--- src/ulbe_pkg.sv ---
`timescale 1ns / 1ps
// ----------------------------------------------------------------------------
// ulbe_pkg
// Shared constants for the console line buffer with erase.
// ----------------------------------------------------------------------------
package ulbe_pkg;

    localparam int BYTE_W = 8;
    localparam int LINE_MAX_DEF = 63;
    localparam int CFG_IDX_W = 1;

    localparam logic [BYTE_W-1:0] EOL_RESET = 8'd10;
    localparam logic [BYTE_W-1:0] ERASE_RESET = 8'd8;

    localparam logic [CFG_IDX_W-1:0] CFG_EOL_CODE = 1'b0;
    localparam logic [CFG_IDX_W-1:0] CFG_ERASE_CODE = 1'b1;

endpackage

--- src/ulbe_store.sv ---
`timescale 1ns / 1ps
// ----------------------------------------------------------------------------
// ulbe_store
// Line store: one write port and one read port with registered read data.
// ----------------------------------------------------------------------------
module ulbe_store #(
    parameter int DEPTH = ulbe_pkg::LINE_MAX_DEF,
    parameter int ADDR_W = (DEPTH > 1) ? $clog2(DEPTH) : 1
) (
    input  logic                        clk,
    input  logic                        we,
    input  logic [ADDR_W-1:0]           waddr,
    input  logic [ulbe_pkg::BYTE_W-1:0] wdata,
    input  logic [ADDR_W-1:0]           raddr,
    output logic [ulbe_pkg::BYTE_W-1:0] rdata
);
    import ulbe_pkg::*;

    logic [BYTE_W-1:0] mem [DEPTH];
    logic [BYTE_W-1:0] rdata_reg;

    always_ff @(posedge clk)
    begin
        if (we)
        begin
            mem[waddr] <= wdata;
        end
        rdata_reg <= mem[raddr];
    end

    assign rdata = rdata_reg;

endmodule

--- src/ulbe_ctrl.sv ---
`timescale 1ns / 1ps
// ----------------------------------------------------------------------------
// ulbe_ctrl
// Sequencer: fill counter, code compare, and the replay walk over the store.
// ----------------------------------------------------------------------------
module ulbe_ctrl #(
    parameter int LINE_MAX = ulbe_pkg::LINE_MAX_DEF,
    parameter int ADDR_W = (LINE_MAX > 1) ? $clog2(LINE_MAX) : 1,
    parameter int CNT_W = $clog2(LINE_MAX + 1)
) (
    input  logic                        clk,
    input  logic                        rst_n,
    input  logic [ulbe_pkg::BYTE_W-1:0] eol_code,
    input  logic [ulbe_pkg::BYTE_W-1:0] erase_code,
    input  logic                        in_valid,
    output logic                        in_ready,
    input  logic [ulbe_pkg::BYTE_W-1:0] rx_byte,
    output logic                        out_valid,
    input  logic                        out_ready,
    output logic [ulbe_pkg::BYTE_W-1:0] out_char,
    output logic                        last,
    output logic                        st_we,
    output logic [ADDR_W-1:0]           st_waddr,
    output logic [ulbe_pkg::BYTE_W-1:0] st_wdata,
    output logic [ADDR_W-1:0]           st_raddr,
    input  logic [ulbe_pkg::BYTE_W-1:0] st_rdata
);
    import ulbe_pkg::*;

    typedef enum logic [1:0] {
        ST_IDLE,
        ST_FETCH,
        ST_SEND,
        ST_LAST
    } state_t;

    state_t            state_reg, state_next;
    logic [CNT_W-1:0]  count_reg, count_next;
    logic [CNT_W-1:0]  idx_reg, idx_next;
    logic              out_valid_reg, out_valid_next;
    logic [BYTE_W-1:0] out_char_reg, out_char_next;
    logic              last_reg, last_next;
    logic              in_xfer;
    logic              out_xfer;
    logic              is_eol;
    logic              is_erase;
    logic              has_room;

    assign in_ready = (state_reg == ST_IDLE);
    assign in_xfer  = in_valid && in_ready;
    assign out_xfer = out_valid_reg && out_ready;
    assign is_eol   = (rx_byte == eol_code);
    assign is_erase = (rx_byte == erase_code);
    assign has_room = (count_reg < CNT_W'(LINE_MAX));

    assign st_we    = in_xfer && !is_eol && !is_erase && has_room;
    assign st_waddr = count_reg[ADDR_W-1:0];
    assign st_wdata = rx_byte;
    assign st_raddr = (state_reg == ST_IDLE) ? '0 : idx_reg[ADDR_W-1:0];

    always_comb
    begin
        state_next     = state_reg;
        count_next     = count_reg;
        idx_next       = idx_reg;
        out_valid_next = out_valid_reg;
        out_char_next  = out_char_reg;
        last_next      = last_reg;
        unique case (state_reg)
            ST_IDLE:
            begin
                if (in_xfer)
                begin
                    priority if (is_eol)
                    begin
                        if (count_reg == '0)
                        begin
                            out_valid_next = 1'b1;
                            out_char_next  = eol_code;
                            last_next      = 1'b1;
                            state_next     = ST_LAST;
                        end
                        else
                        begin
                            idx_next   = CNT_W'(1);
                            state_next = ST_FETCH;
                        end
                    end
                    else if (is_erase)
                    begin
                        if (count_reg != '0)
                        begin
                            count_next = count_reg - CNT_W'(1);
                        end
                    end
                    else if (has_room)
                    begin
                        count_next = count_reg + CNT_W'(1);
                    end
                    else
                    begin
                        count_next = count_reg;
                    end
                end
            end
            ST_FETCH:
            begin
                out_valid_next = 1'b1;
                out_char_next  = st_rdata;
                last_next      = 1'b0;
                state_next     = ST_SEND;
            end
            ST_SEND:
            begin
                if (out_xfer)
                begin
                    if (idx_reg == count_reg)
                    begin
                        out_char_next = eol_code;
                        last_next     = 1'b1;
                        state_next    = ST_LAST;
                    end
                    else
                    begin
                        out_valid_next = 1'b0;
                        idx_next       = idx_reg + CNT_W'(1);
                        state_next     = ST_FETCH;
                    end
                end
            end
            ST_LAST:
            begin
                if (out_xfer)
                begin
                    out_valid_next = 1'b0;
                    last_next      = 1'b0;
                    count_next     = '0;
                    state_next     = ST_IDLE;
                end
            end
            default:
            begin
                state_next = ST_IDLE;
            end
        endcase
    end

    always_ff @(posedge clk or negedge rst_n)
    begin
        if (!rst_n)
        begin
            state_reg     <= ST_IDLE;
            count_reg     <= '0;
            idx_reg       <= '0;
            out_valid_reg <= 1'b0;
            last_reg      <= 1'b0;
        end
        else
        begin
            state_reg     <= state_next;
            count_reg     <= count_next;
            idx_reg       <= idx_next;
            out_valid_reg <= out_valid_next;
            last_reg      <= last_next;
        end
    end

    always_ff @(posedge clk)
    begin
        out_char_reg <= out_char_next;
    end

    assign out_valid = out_valid_reg;
    assign out_char  = out_char_reg;
    assign last      = last_reg;

endmodule

--- src/uart_line_buffer_with_erase.sv ---
`timescale 1ns / 1ps
// ----------------------------------------------------------------------------
// uart_line_buffer_with_erase
// Console line buffer: collects received bytes, handles erase, replays lines.
// ----------------------------------------------------------------------------
// The input channel (in_valid, in_ready, rx_byte) takes one received byte per
// transfer. A plain byte is appended to the line, and is dropped
// when the line already holds LINE_MAX characters. The erase code removes the
// last character and does nothing on an empty line.
// The end-of-line code starts a replay on the output channel (out_valid,
// out_ready, out_char, last): the stored characters oldest first, then the
// end-of-line code with last set, after which the line is empty.
// Each replayed character is first read from the store with registered data,
// then held in the output register until the receiver takes it. in_ready
// stays low for the whole replay; a stall on out_ready simply holds the
// current character and the sequencer. Reset empties the line and sets the
// end-of-line code to 10 and the erase code to 8. The codes are written
// through cfg_we, cfg_index and cfg_data; the user must do so only while the
// block is idle, which the block itself does not enforce. If both codes are
// equal, end of line wins.
// ----------------------------------------------------------------------------
module uart_line_buffer_with_erase #(
    parameter int LINE_MAX = ulbe_pkg::LINE_MAX_DEF
) (
    input  logic                           clk,
    input  logic                           rst_n,
    input  logic                           cfg_we,
    input  logic [ulbe_pkg::CFG_IDX_W-1:0] cfg_index,
    input  logic [ulbe_pkg::BYTE_W-1:0]    cfg_data,
    input  logic                           in_valid,
    output logic                           in_ready,
    input  logic [ulbe_pkg::BYTE_W-1:0]    rx_byte,
    output logic                           out_valid,
    input  logic                           out_ready,
    output logic [ulbe_pkg::BYTE_W-1:0]    out_char,
    output logic                           last
);
    import ulbe_pkg::*;

    localparam int ADDR_W = (LINE_MAX > 1) ? $clog2(LINE_MAX) : 1;
    localparam int CNT_W = $clog2(LINE_MAX + 1);

    logic [BYTE_W-1:0] eol_code_reg;
    logic [BYTE_W-1:0] erase_code_reg;
    logic              st_we;
    logic [ADDR_W-1:0] st_waddr;
    logic [BYTE_W-1:0] st_wdata;
    logic [ADDR_W-1:0] st_raddr;
    logic [BYTE_W-1:0] st_rdata;

    always_ff @(posedge clk or negedge rst_n)
    begin
        if (!rst_n)
        begin
            eol_code_reg   <= EOL_RESET;
            erase_code_reg <= ERASE_RESET;
        end
        else if (cfg_we)
        begin
            unique case (cfg_index)
                CFG_EOL_CODE:   eol_code_reg   <= cfg_data;
                CFG_ERASE_CODE: erase_code_reg <= cfg_data;
                default:        eol_code_reg   <= eol_code_reg;
            endcase
        end
    end

    ulbe_store #(
        .DEPTH  (LINE_MAX),
        .ADDR_W (ADDR_W)
    ) u_store (
        .clk   (clk),
        .we    (st_we),
        .waddr (st_waddr),
        .wdata (st_wdata),
        .raddr (st_raddr),
        .rdata (st_rdata)
    );

    ulbe_ctrl #(
        .LINE_MAX (LINE_MAX),
        .ADDR_W   (ADDR_W),
        .CNT_W    (CNT_W)
    ) u_ctrl (
        .clk        (clk),
        .rst_n      (rst_n),
        .eol_code   (eol_code_reg),
        .erase_code (erase_code_reg),
        .in_valid   (in_valid),
        .in_ready   (in_ready),
        .rx_byte    (rx_byte),
        .out_valid  (out_valid),
        .out_ready  (out_ready),
        .out_char   (out_char),
        .last       (last),
        .st_we      (st_we),
        .st_waddr   (st_waddr),
        .st_wdata   (st_wdata),
        .st_raddr   (st_raddr),
        .st_rdata   (st_rdata)
    );

endmodule
--- config.mk ---
export PLATFORM = sky130hd
export DESIGN_NAME = uart_line_buffer_with_erase
export DESIGN_NICKNAME = d
export VERILOG_FILES = /design/src/ulbe_pkg.sv /design/src/ulbe_store.sv /design/src/ulbe_ctrl.sv /design/src/uart_line_buffer_with_erase.sv
export SDC_FILE = /design/constraint.sdc
export NUM_CORES = 1
export LEC_CHECK = 0
export ABC_AREA = 1
export BUFFER_PORTS_ARGS = -buffer_cell sky130_fd_sc_hd__buf_4
export CELL_PAD_IN_SITES_DETAIL_PLACEMENT = 0
export CELL_PAD_IN_SITES_GLOBAL_PLACEMENT = 1
export CORE_ASPECT_RATIO = 1.2
export CORE_MARGIN = 1.5
export CORE_UTILIZATION = 51
export DETAILED_ROUTE_END_ITERATION = 16
export GPL_TIMING_DRIVEN = 1
export PLACE_DENSITY = 0.9
export SYNTH_ARGS = -nofsm -noshare
export SYNTH_HDL_FRONTEND = slang
export SYNTH_HIERARCHICAL = 1
export SYNTH_SLANG_ARGS = --single-unit
export TNS_END_PERCENT = 1
--- constraint.sdc ---
create_clock -name clk -period 3.6 [get_ports clk]
set_input_delay 0.9 -clock clk [delete_from_list [all_inputs] [get_ports clk]]
set_output_delay 0.9 -clock clk [all_outputs]
set_load 0.01 [all_outputs]
* Word level (Yosys, flattened, before mapping)
Memories as Yosys holds them, arrays and structs flattened. A register that Yosys moved wholly into a read port is not among the register bits.
Index checks and enable logic that the tools add are counted.
** Storage, ports and cells
- Flip-flop bits (word level) :: 40
- Latch bits :: 0
- Memory bits (writable) :: 504
- Bits in read-only memories :: 0
- Input port bits :: 22
- Output and inout port bits :: 11
- Logic and storage cells :: 91
- Memories kept :: 1
** Memories
- u_store.mem :: words 63, width 8, rd ports 1, clocked after Yosys merged registers in 1, write ports 1, RTL line ulbe_store.sv:19 : logic [BYTE_W-1:0] mem [DEPTH];
** Cells by class
- Add/sub/neg operators :: 3
- Multipliers :: 0
- Divide/modulo/power cells :: 0
- Order comparisons :: 1
- Equal/unequal tests :: 17
- Shifts and indexed selects :: 0
- Muxes and demuxes :: 39
- Bitwise logic cells :: 1
- Reductions and logical operators :: 21
** Operators by type and width (count)
- 6-bit two-way mux :: 12
- 8-bit two-way mux :: 5
- 6-bit AND reduction :: 5
- 6-bit case mux with 2 select lines :: 2
- 8-bit case mux with 3 select lines :: 1
- 8-bit equality test :: 2
- 6-bit by 1-bit adder with 6-bit output (second input constant) :: 2
- 2-bit two-way mux :: 6
- 2-bit != test (second input constant) :: 6
- 1-bit two-way mux :: 10
- 1-bit case mux with 4 select lines :: 2
- 2-bit case mux with 4 select lines :: 1
- 6-bit equality test :: 1
- 6-bit zero test :: 1
- 6-bit less-than comparator (second input constant) :: 1
- 2-bit by 1-bit != test with 1-bit output (second input constant) :: 3
- 3-bit != test (second input constant) :: 2
- 6-bit nonzero test :: 1
- 6-bit by 1-bit subtractor with 6-bit output (second input constant) :: 1
- 1-bit logical AND :: 5
- 2-bit equality test (second input constant) :: 2
- 2-bit AND reduction :: 2
- 4-bit AND reduction :: 1
- 2-bit nonzero test :: 2
- 5 further kinds :: 6

* Depth between registers and ports, before layout
Gate-level depths: netlist of run 1.
- Depth after elaboration :: 7
- Gate-level depth with buffers :: 15
- Depth with buffers taken out :: 15

* Hierarchy
The synthesis of run 1 kept the hierarchy.
** By module, submodules not included
- ulbe_store :: instances 1, cells each 1780, area an instance 20823.7 um2, seq. area each 15294.7 um2
- ulbe_ctrl :: instances 1, cells each 294, area an instance 1939.4 um2, seq. area each 640.6 um2
- uart_line_buffer_with_erase :: instances 1, cells each 70, area an instance 666.9 um2, seq. area each 404.1 um2

* Least setup slack after synthesis of run 1
OpenSTA, ideal clock, no wires.
- Path kind :: in2reg
- From :: in rx_byte[5] (netlist bit)
- To :: mem u_store.mem[32][0] (enable)
- Library setup time :: 395 ps
- Arrival :: 2940 ps
- Data required time :: 3205 ps
- Setup slack :: 266 ps
- Stages on the path :: 11
- Buffers on the path :: 1
- Cells stage by stage :: inv_1 > nand2_1 > nand2_1 > nand2_1 > nor2_1 > nand2_1 > inv_1 > nor4_1 > clkbuf_1 > nand4_1 > nor4_1
** On the way
- Word-level cells in the longest chain between the ends :: 7
- Elaborated cells on any way between the ends :: 9
- Those cells by class :: 2 x eq/ne; 2 x mux; 5 x reduce/logical
** Ends and longest elaborated chain
- from (decl) :: RTL line uart_line_buffer_with_erase.sv:32 : input logic [ulbe_pkg::BYTE_W-1:0] rx_byte,
- 8-bit equality test :: RTL line ulbe_ctrl.sv:52 : assign is_eol = (rx_byte == eol_code);
- 1-bit zero test :: RTL line ulbe_ctrl.sv:56 : assign st_we = in_xfer && !is_eol && !is_erase && has_room;
- 1-bit logical AND :: RTL line ulbe_ctrl.sv:56
- 1-bit logical AND (*) (2 in a row) :: RTL line ulbe_ctrl.sv:56
- net st_we :: RTL line uart_line_buffer_with_erase.sv:45 : logic st_we;
- 1-bit two-way mux (*) :: RTL line ulbe_store.sv:24 : if (we)
- 1-bit two-way mux (implied by the code) (*) :: RTL line ulbe_store.sv:26 : mem[waddr] <= wdata;
- to (decl) :: RTL line ulbe_store.sv:19
Mark *: on every way through the listed nets, which the timed path passes. The rest lies on a longest branch.

* Worst setup path after layout of run 1
- From :: reg u_ctrl.state_reg[1]
- To :: reg u_store.rdata_reg[4] (netlist: u_store/rdata[4]) (read register of u_store.mem)
** On the way
- Word-level cells in the longest chain between the ends :: 2
** Ends and longest elaborated chain
- from (decl) :: RTL line ulbe_ctrl.sv:37 : state_t state_reg, state_next;
- from (signal assigned) :: RTL line ulbe_ctrl.sv:160 : state_reg <= state_next;
- 2-bit zero test :: RTL line ulbe_ctrl.sv:59 : assign st_raddr = (state_reg == ST_IDLE) ? '0 : idx_reg[ADDR_W-1:0];
- 6-bit two-way mux :: RTL line ulbe_ctrl.sv:59
- net st_raddr[0] :: RTL line uart_line_buffer_with_erase.sv:48 : logic [ADDR_W-1:0] st_raddr;
- to (decl) :: RTL line ulbe_store.sv:20 : logic [BYTE_W-1:0] rdata_reg;
The timed path passes the listed nets, and every way through them passes these cells.
A chain may end at the register's enable or synchronous reset.

==> results.cfg, run 1 <==
[global_routing]
grt_pass1_vias = 15760
grt_max_degree = 188
grt_use_total = 0.2468
antenna_found_initial = 1
gr-total-overflow = 0
grt_pass1_wl_mm = 88.04

[route]
dr.pass1.iters = 6
wl_mm = 57.11
drt_iter0_markers = 1655
route.detailed.drc = 0
num_vias = 15940
ant_nets = 0
vias_per_cell = 5.587
routedWlPerCell_um = 20.01

[logic_synthesis]
synth_edf_count = 512
post_synth_num_cell_types = 39
yosysSeqAreaShare = 0.6974
yosys_warnings = 6
synth_top_cell_area_share = 0.6562
ys_top_cells_by_area = edfxtp_1 (66%), nand2_1 (12%), nand3_1 (9.8%), dfrtp_1 (3.1%), nor2_1 (1.5%)
ys_ff_latch = 552
synth_nets = 2172
synthCells = 2144
netlist_area_um2 = 23430
syn_avg_cell_area_um2 = 10.93
ys.flop_type = edfxtp_1
synth-async-reset-ratio = 0.05797
synth_top_cell_by_area = edfxtp_1

[layout]
top_register = u_store/mem
final_nets = 2234
layout_common_cells = nand2_1 (774), edfxtp_1 (512), nand3_1 (458), buf_4 (127), nor2_1 (92)
largest_register_ffs = 504
syn_to_final_growth_pct = 11.73
antennaDiodeCount = 0
finalNonFillerCells = 2854
num-fill-cells = 3669
layout_commonest_cell = nand2_1
drive_gt1_frac = 0.1047
final_cell_area_um2 = 26180

[floorplanning]
ios = 33
die_width_um = 198.7
rows = 85
core-area_um2 = 45090
initial_core_util = 0.5196
die_area_um2 = 47240
die_y_um = 237.8

[setup_path]
crit_cells = 12
crit_path_end_kind = register
crit_buf_inv = 2
required_ns = 4.08
start_kind = register
cp_max_fo = 67
path_cells = nor2_2 -> nor2_4 -> inv_6 -> buf_12 -> nand2_1 -> nand3_1 -> nand3_1 -> nand2_1 -> nand2_1 -> nand3_1 -> nand3_1 -> nand2_1
worstReg2RegStart = u_ctrl/state_reg[1]
r2r_cells = 12
cp_top_family = simple AND/OR/NAND/NOR gates
cpPeakStageDelay_ns = 0.45
critPathLaunch = u_ctrl/state_reg[1]
ff2ff_setup_slack_ns = 0.64
cp.arrival_ns = 3.44
reg2reg_to = u_store/rdata[4]
critical_path_class = register to register
cp-endpoint = u_store/rdata[4]
crit_slowest_cell = dfrtp_1

[clock_tree]
cts_resized = 0
clkTransAtPathRegs_ns = 0.06
postCtsSetupRepairBufs = 0
htreeDepth = 2
hold_buffers = 0
numCtsBuffers = 50
clockBufferDepth = 3
cts_tree = yes
cts.sinks = 552
clock_latency_ns = 0.57
cts_root_buf = clkbuf_16

[timing]
maxSlewViolCount = 0
period_minus_slack_ns = 2.956
setup_tns_ns = 0
setup_violations = 0
hold_ws_ns = 0.2722
fmax_mhz = 338.3
relSlewSlack = 0.2001
hold_viol_final = 0
rsz0062_at_grt = false
worst_pin_slew_ns = 1.199
period_share = 0.8212
finClkSkew_ns = 0.01601

[power]
ir_drop_v = 0.0006286
power.density_nw_per_um2 = 476.6
totalPowerFinal_w = 0.01248
p_leak_nw = 9.816

[hold_path]
hold_path.class = input pin to asynchronous set/reset pin

[placed_design]
place_congestion = 0.8742
hpwl_mm = 34.48
placed_cells = 2763
io_buffers = 32
place_area_um2 = 24590

[flow_run]
maxCapViolCount = 0

[outcome]
status = complete, no violations
## through the flow
| step | util | setup slack (ns) |
|---|---|---|
| CTS | 0.5805 | 0.6499 |
| finish | 0.5805 | 0.6437 |
| detailed placement | 0.5453 | 0.1208 |
| global route | 0.5805 | 0.4256 |
| global placement | 0.5453 | 0.1919 |
| floorplan | - | 0.2656 |
## kinds of logic (layout without fill, tap and decap cells)
| logic type | after synthesis | after routing | synth area share |
|---|---|---|---|
| DFF | 552 | 552 | 0.6974 |
| buffers and inverters | 178 | 279 | 0.03941 |
| xor gates and xnor gates | 9 | 9 | 0.003364 |
| and+or+nand+nor | 1368 | 1368 | 0.2488 |
| AOI/OAI and AO/OA | 31 | 31 | 0.007530 |
| adders and majority gates | 6 | 6 | 0.003525 |
## power by group
part | total [W] | internal, W | switching, W
Sequential | 0.00705 | 0.00703 | 0.0000183
Combinational | 0.000247 | 0.0000560 | 0.000191
Clock | 0.00518 | 0.00294 | 0.00224
## layout make-up
class | count | area (um^2) | share of cell area
Clock buffer | 66 | 1353 | 0.05167
Clock inverter | 25 | 237.7 | 0.009081
Inverter | 55 | 221.5 | 0.008460
Multi-Input combinational cell | 1414 | 6192 | 0.2365
Sequential cell | 552 | 16340 | 0.6241
Tap cell | 609 | 762.0 | 0.02911
Timing Repair Buffer | 133 | 1074 | 0.04101
## metal layers
layer,global-route usage,vias up,share of wire
met3,0.04001,156,0.073
met5,0,-,0.00021
met1,0.3091,7579,0.38
met2,0.4219,698,0.50
met4,0.1088,2,0.041
li1,-,7509,-
## worst reg2reg max path, delay by kind of cell (launching register included)
kind                   cells  cell delay [ns]
buffers and inverters      2             0.78
DFF                        1             0.45
and+or+nand+nor           10             1.65
## how the worst min path moves through the flow
stage	startpoint	endpoint	slack (ns)	cells after the start
floorplan	eol_code_reg[1]	eol_code_reg[1]	0.45	2
global placement	eol_code_reg[1]	eol_code_reg[1]	0.47	2
detailed placement	eol_code_reg[3]	eol_code_reg[3]	0.47	2
CTS	rst_n	eol_code_reg[5]	0.26	1
global route	rst_n	eol_code_reg[5]	0.29	1
finish	rst_n	eol_code_reg[5]	0.27	1
## Yosys cell counts, types with 2 or more instances
| cell | n |
|---|---|
| dfxtp_1 | 8 |
| nor2_1 | 96 |
| ha_1 | 5 |
| buf_2 | 43 |
| edfxtp_1 | 512 |
| xor2_1 | 3 |
| nand3_1 | 458 |
| inv_2 | 5 |
| inv_1 | 48 |
| nor3b_1 | 2 |
| dfrtp_1 | 29 |
| nand2_4 | 2 |
| buf_1 | 16 |
| buf_4 | 33 |
| clkbuf_1 | 22 |
| nor4_1 | 9 |
| xnor2_1 | 6 |
| nor2_2 | 6 |
| a21oi_1 | 6 |
| dfstp_2 | 3 |
| o21ai_0 | 20 |
| nand4_1 | 14 |
| buf_6 | 9 |
| nand2_1 | 774 |
Note: power is estimated with default switching activity, not from simulation.
==> inputs of run 2 (changes only) <==
Settings changed: CORE_UTILIZATION 51 to 46, PLACE_DENSITY 0.9 to 0.86.
Clock period 3.6 ns to 2.7 ns, I/O delays scaled along.
==> results.cfg, run 2 (synthesis results as in run 1) <==
[timing]
rsz0062_at_grt = false
finClkSkew_ns = 0.01284
setup_ws_ns = 0.2041
maxSlewViolCount = 0
hold_viol_final = 0
period_share = 0.9244
period_minus_slack_ns = 2.496
setup_violations = 0
fmax_mhz = 400.7
relSlewSlack = 0.3642
worst_pin_slew_ns = 0.9537
hold_ws_ns = 0.03629

[layout]
antennaDiodeCount = 0
syn_to_final_growth_pct = 14.19
fin_util = 0.5315
top_register = u_store/mem
final_nets = 2265
largest_register_ffs = 504
drive_gt1_frac = 0.1229
layout_commonest_cell = nand2_1
layout_common_cells = nand2_1 (774), edfxtp_1 (512), nand3_1 (458), buf_4 (150), nor2_1 (92)

[clock_tree]
clockBufferDepth = 3
cts.sinks = 552
clock_latency_ns = 0.57
cts_tree = yes
clkTransAtPathRegs_ns = 0.07
numCtsBuffers = 50
cts_root_buf = clkbuf_16
htreeDepth = 2
hold_buffers = 0

[placed_design]
hpwl_mm = 36.82
io_buffers = 32
pre_cts_slack_ns = -0.1380
place_congestion = 0.8753

[floorplanning]
die_y_um = 250.2
core-area_um2 = 50340
die_width_um = 209.0
rows = 90
initial_core_util = 0.4655
ios = 33
die_area_um2 = 52300

[route]
wl_mm = 59.16
wl_met3_mm = 3.917
vias_per_cell = 5.527
top_layer = met4
routedLengthMet1_mm = 23.54
route.met2.wl_mm = 29.62
ant_nets = 0
dr.pass1.iters = 6
num_vias = 16160
drt_iter0_markers = 1609
route.detailed.drc = 0
routedWlPerCell_um = 20.24

[setup_path]
required_ns = 3.20
cp.arrival_ns = 3.00
crit_buf_inv = 3
crit_slowest_cell = dfrtp_1
crit_path_end_kind = register
start_kind = register
critical_path_class = register to register
cpPeakStageDelay_ns = 0.44
cp_max_fo = 103
path_cells = nor2_4 -> nor2_4 -> buf_12 -> inv_6 -> buf_12 -> nand2_1 -> nand3_1 -> nand3_1 -> nand2_1 -> nand2_1 -> nand3_1 -> nand3_1 -> nand2_1
cp_top_family = simple AND/OR/NAND/NOR gates

[power]
p_leak_nw = 10.08
ir_drop_v = 0.0005319
power.density_nw_per_um2 = 639.8

[global_routing]
grt_use_total = 0.2270
gr-total-overflow = 0
grt_pass1_vias = 15960
antenna_found_initial = 0
grt_pass1_wl_mm = 90.52
grt_max_degree = 104

[hold_path]
hold_path.class = input pin to asynchronous set/reset pin

[outcome]
status = complete, no violations

[flow_run]
maxCapViolCount = 0
[run 2: metrics by stage]
stage	TNS, ns	cells	power, W	area, um^2
6_report	0	2923	0.01712	26750
5_1_grt	0	2923	0.01755	26750
4_1_cts	0	2923	0.01720	26750
3_5_place_dp	-28.21	2829	0.009935	25020
3_3_place_gp	-25.18	2829	0.009934	25020
2_1_floorplan	-15.67	2144	0.009742	23480
[run 2: final timing paths]
| path | from | end | slack (ns) | depth (start not counted) |
|---|---|---|---|---|
| setup / recovery | u_ctrl/state_reg[0] | u_store/rdata[6] | 0.20 | 13 |
| hold / removal | rst_n | eol_code_reg[7] | 0.04 | 1 |
| setup reg to reg | u_ctrl/state_reg[0] | u_store/rdata[6] | 0.20 | 13 |
| hold reg to reg | eol_code_reg[1] | eol_code_reg[1] | 0.47 | 2 |
| max in group asynchronous | rst_n | eol_code_reg[1] | 2.33 | 1 |
| min in group clk | cfg_data[3] | erase_code_reg[3] | 0.34 | 3 |
[run 2: routing by layer]
| layer | vias to the layer above | track usage |
|---|---|---|
| met3 | 124 | 0.02558 |
| met4 | 0 | 0.08696 |
| met5 | - | 0 |
| li1 | 7569 | - |
| met2 | 645 | 0.3954 |
| met1 | 7818 | 0.2916 |
[run 2: area by class of cell]
cell class              instances  area [um^2]
inverters                      55        221.5
fillers                      4137        23580
well taps                     644        805.8
clock inverters                27        294.0
clock buffers                  67         1440
flip-flops and latches        552        16340
repair buffers                164         1406
multi-input cells            1414         6247
[run 2: where the power goes]
group / leakage (nW) / internal [W] / switching, W
clock network: 0.849 / 0.00433 / 0.00304
logic: 4.15 / 0.0000803 / 0.000268
registers: 5.08 / 0.00937 / 0.0000277
[run 2: what timing repair did]
item	in CTS	in global routing
endpoints found under the setup margin	0	46
setup buffers	0	0
gates resized for setup	0	1
[run 2: worst register-to-register path, cell delays in order, from the launching register on]
cell	delay (ns)
dfrtp_1	0.44
nor2_4	0.28
nor2_4	0.09
buf_12	0.15
inv_6	0.08
buf_12	0.34
nand2_1	0.14
nand3_1	0.13
nand3_1	0.12
nand2_1	0.10
nand2_1	0.06
nand3_1	0.11
nand3_1	0.19
nand2_1	0.17
==> inputs of run 3 (changes only) <==
Settings changed: CORE_UTILIZATION 46 to 45, PLACE_DENSITY 0.86 to 0.85, SYNTH_HIERARCHICAL 1 to not set.
==> results.cfg, run 3 <==
[clock_tree]
clockBufferDepth = 3
cts_root_buf = clkbuf_16
htreeDepth = 2
clock_latency_ns = 0.62
cts_resized = 0
numCtsBuffers = 50
postCtsSetupRepairBufs = 0
cts_tree = yes
clkTransAtPathRegs_ns = 0.07
cts.sinks = 552
hold_buffers = 0

[outcome]
status = complete, no violations

[layout]
layout_commonest_cell = nand2_1
layout_common_cells = nand2_1 (700), edfxtp_1 (512), nand3_1 (400), inv_1 (379), nor2_1 (189)
drive_gt1_frac = 0.09577
top_register = u_store.mem
final_cell_area_um2 = 27760
largest_register_ffs = 504
syn_to_final_growth_pct = 13.67
num-fill-cells = 4671
final_nets = 2589
finalNonFillerCells = 3313

[setup_path]
crit_slowest_cell = clkinv_1
cp_top_family = simple AND/OR/NAND/NOR gates
crit_path_frequent_cell = nand3_1
required_ns = 3.23
path_cells = inv_1 -> nand2_2 -> nand2_2 -> clkinv_1 -> buf_12 -> nand3_1 -> nand3_1 -> nand3_1 -> nand3_1 -> nand2_1
crit_path_end_kind = register
crit_buf_inv = 3
cp.arrival_ns = 3.21
cpPeakStageDelay_ns = 0.44
critical_path_class = register to register
ff2ff_setup_slack_ns = 0.02
cp_max_fo = 32
start_kind = register

[placed_design]
place_area_um2 = 26200
placed_cells = 3221
io_buffers = 32
pre_cts_slack_ns = -0.1117
place_congestion = 0.9121
hpwl_mm = 40.25

[logic_synthesis]
synth_top_cell_by_area = edfxtp_1
yosysMostFrequentCell = nand2_1
synth_top_cell_area_share = 0.6297
ys_ff_latch = 552
yosys_warnings = 0
post_synth_num_cell_types = 30
syn_avg_cell_area_um2 = 9.926
ys.flop_type = edfxtp_1
netlist_area_um2 = 24420
ys_top_cells_by_count = nand2_1 (702), edfxtp_1 (512), nand3_1 (400)
synth_edf_count = 512
ys_top_cells_by_area = edfxtp_1 (63%), nand2_1 (11%), nand3_1 (8.2%), inv_1 (5.8%), dfrtp_1 (3.0%)
synth_nets = 2488
yosysSeqAreaShare = 0.6692
synthCells = 2460
synth-async-reset-ratio = 0.05797

[route]
route.detailed.drc = 0
drt_iter0_markers = 1682
ant_nets = 0
wl_mm = 63.98
vias_per_cell = 5.180
num_vias = 17160
routedWlPerCell_um = 19.31
dr.pass1.iters = 6

[global_routing]
gr-total-overflow = 0
antenna_found_initial = 2
grt_use_total = 0.2311
grt_pass1_vias = 17040
grt_pass1_wl_mm = 96.68
grt_max_degree = 113

[floorplanning]
core-area_um2 = 53640
ios = 33
initial_core_util = 0.4552
die_area_um2 = 55670
die_y_um = 258.2
die_width_um = 215.6
rows = 93

[hold_path]
hold_path.class = input pin to asynchronous set/reset pin

[power]
totalPowerFinal_w = 0.02492
power.density_nw_per_um2 = 897.7
ir_drop_v = 0.0006605
p_leak_nw = 11.96

[timing]
rsz0062_at_grt = true
setup_ws_ns = 0.02152
relSlewSlack = 0.3255
worst_pin_slew_ns = 1.012
maxSlewViolCount = 0
fmax_mhz = 373.3
finClkSkew_ns = 0.02829
period_share = 0.9920
period_minus_slack_ns = 2.678
setup_tns_ns = 0
hold_viol_final = 0
setup_violations = 0

[flow_run]
maxCapViolCount = 0
-- run 3: cell count changes in the layout (fill, tap and decap cells not counted), moves of 10 or more --
cell / previous run / this run
nand4_1: 14 / 4
a21oi_1: 6 / 44
inv_1: 48 / 379
nor2_1: 92 / 189
nand2_1: 774 / 700
o21ai_0: 20 / 35
nand3_1: 458 / 400
-- run 3: final timing paths --
check / startpoint / to / cells past startpoint
max: u_ctrl.state_reg[1] / u_store.rdata[5] / 10
max in group asynchronous: rst_n / eol_code_reg[3] / 1
min reg2reg: eol_code_reg[3] / eol_code_reg[3] / 2
min in group clk: cfg_data[0] / erase_code_reg[0] / 3
max reg2reg: u_ctrl.state_reg[1] / u_store.rdata[5] / 10
min: rst_n / erase_code_reg[0] / 1
-- run 3: final cells by class --
class / instances / area (um^2) / share of cell area
antenna: 1 / 2.502 / 0.00009016
clock buffer: 61 / 1292 / 0.04657
inverter: 386 / 1449 / 0.05220
tap: 712 / 890.9 / 0.03210
clock inverter: 30 / 259.0 / 0.009331
sequential: 552 / 16340 / 0.5887
multi-input combinational: 1411 / 6121 / 0.2205
timing repair buffer: 160 / 1401 / 0.05049
-- run 3: through the flow --
step	hold WS (ns)	utilization
detailed placement	0.4975	0.4883
global route	0.03508	0.5174
finish	0.01150	0.5174
floorplan	0.3794	-
CTS	0.002403	0.5173
global placement	0.4897	0.4883
-- run 3: kinds of logic after synthesis --
| kind of cell | share of synthesized area |
|---|---|
| XOR/XNOR | 0.005739 |
| AO/OA/AOI/OAI | 0.01640 |
| AND/OR/NAND/NOR | 0.2234 |
| adder cells (fa/ha/maj) | 0.003382 |
| multiplexers | 0.0004612 |
| buffers and inverters | 0.08142 |
| flip-flops | 0.6692 |
-- run 3: where the power goes --
| group | switching (W) | internal [W] |
|---|---|---|
| Sequential | 0.000255 | 0.00974 |
| Clock | 0.00308 | 0.00379 |
| Combinational | 0.00564 | 0.00242 |
| Total | 0.00897 | 0.0159 |
-- run 3: worst register-to-register path, cell delays in order, from the launching register on --
cell,delay (ns)
dfrtp_1,0.42
inv_1,0.17
nand2_2,0.26
nand2_2,0.16
clkinv_1,0.44
buf_12,0.36
nand3_1,0.16
nand3_1,0.12
nand3_1,0.22
nand3_1,0.15
nand2_1,0.17
-- run 3: routing by layer --
layer	GRT usage	wire, um	vias to the layer above
met5	0	13	-
met4	0.1173	3165	2
met3	0.03663	4460	163
met2	0.4004	31600	692
met1	0.2795	24750	8126
li1	-	-	8178
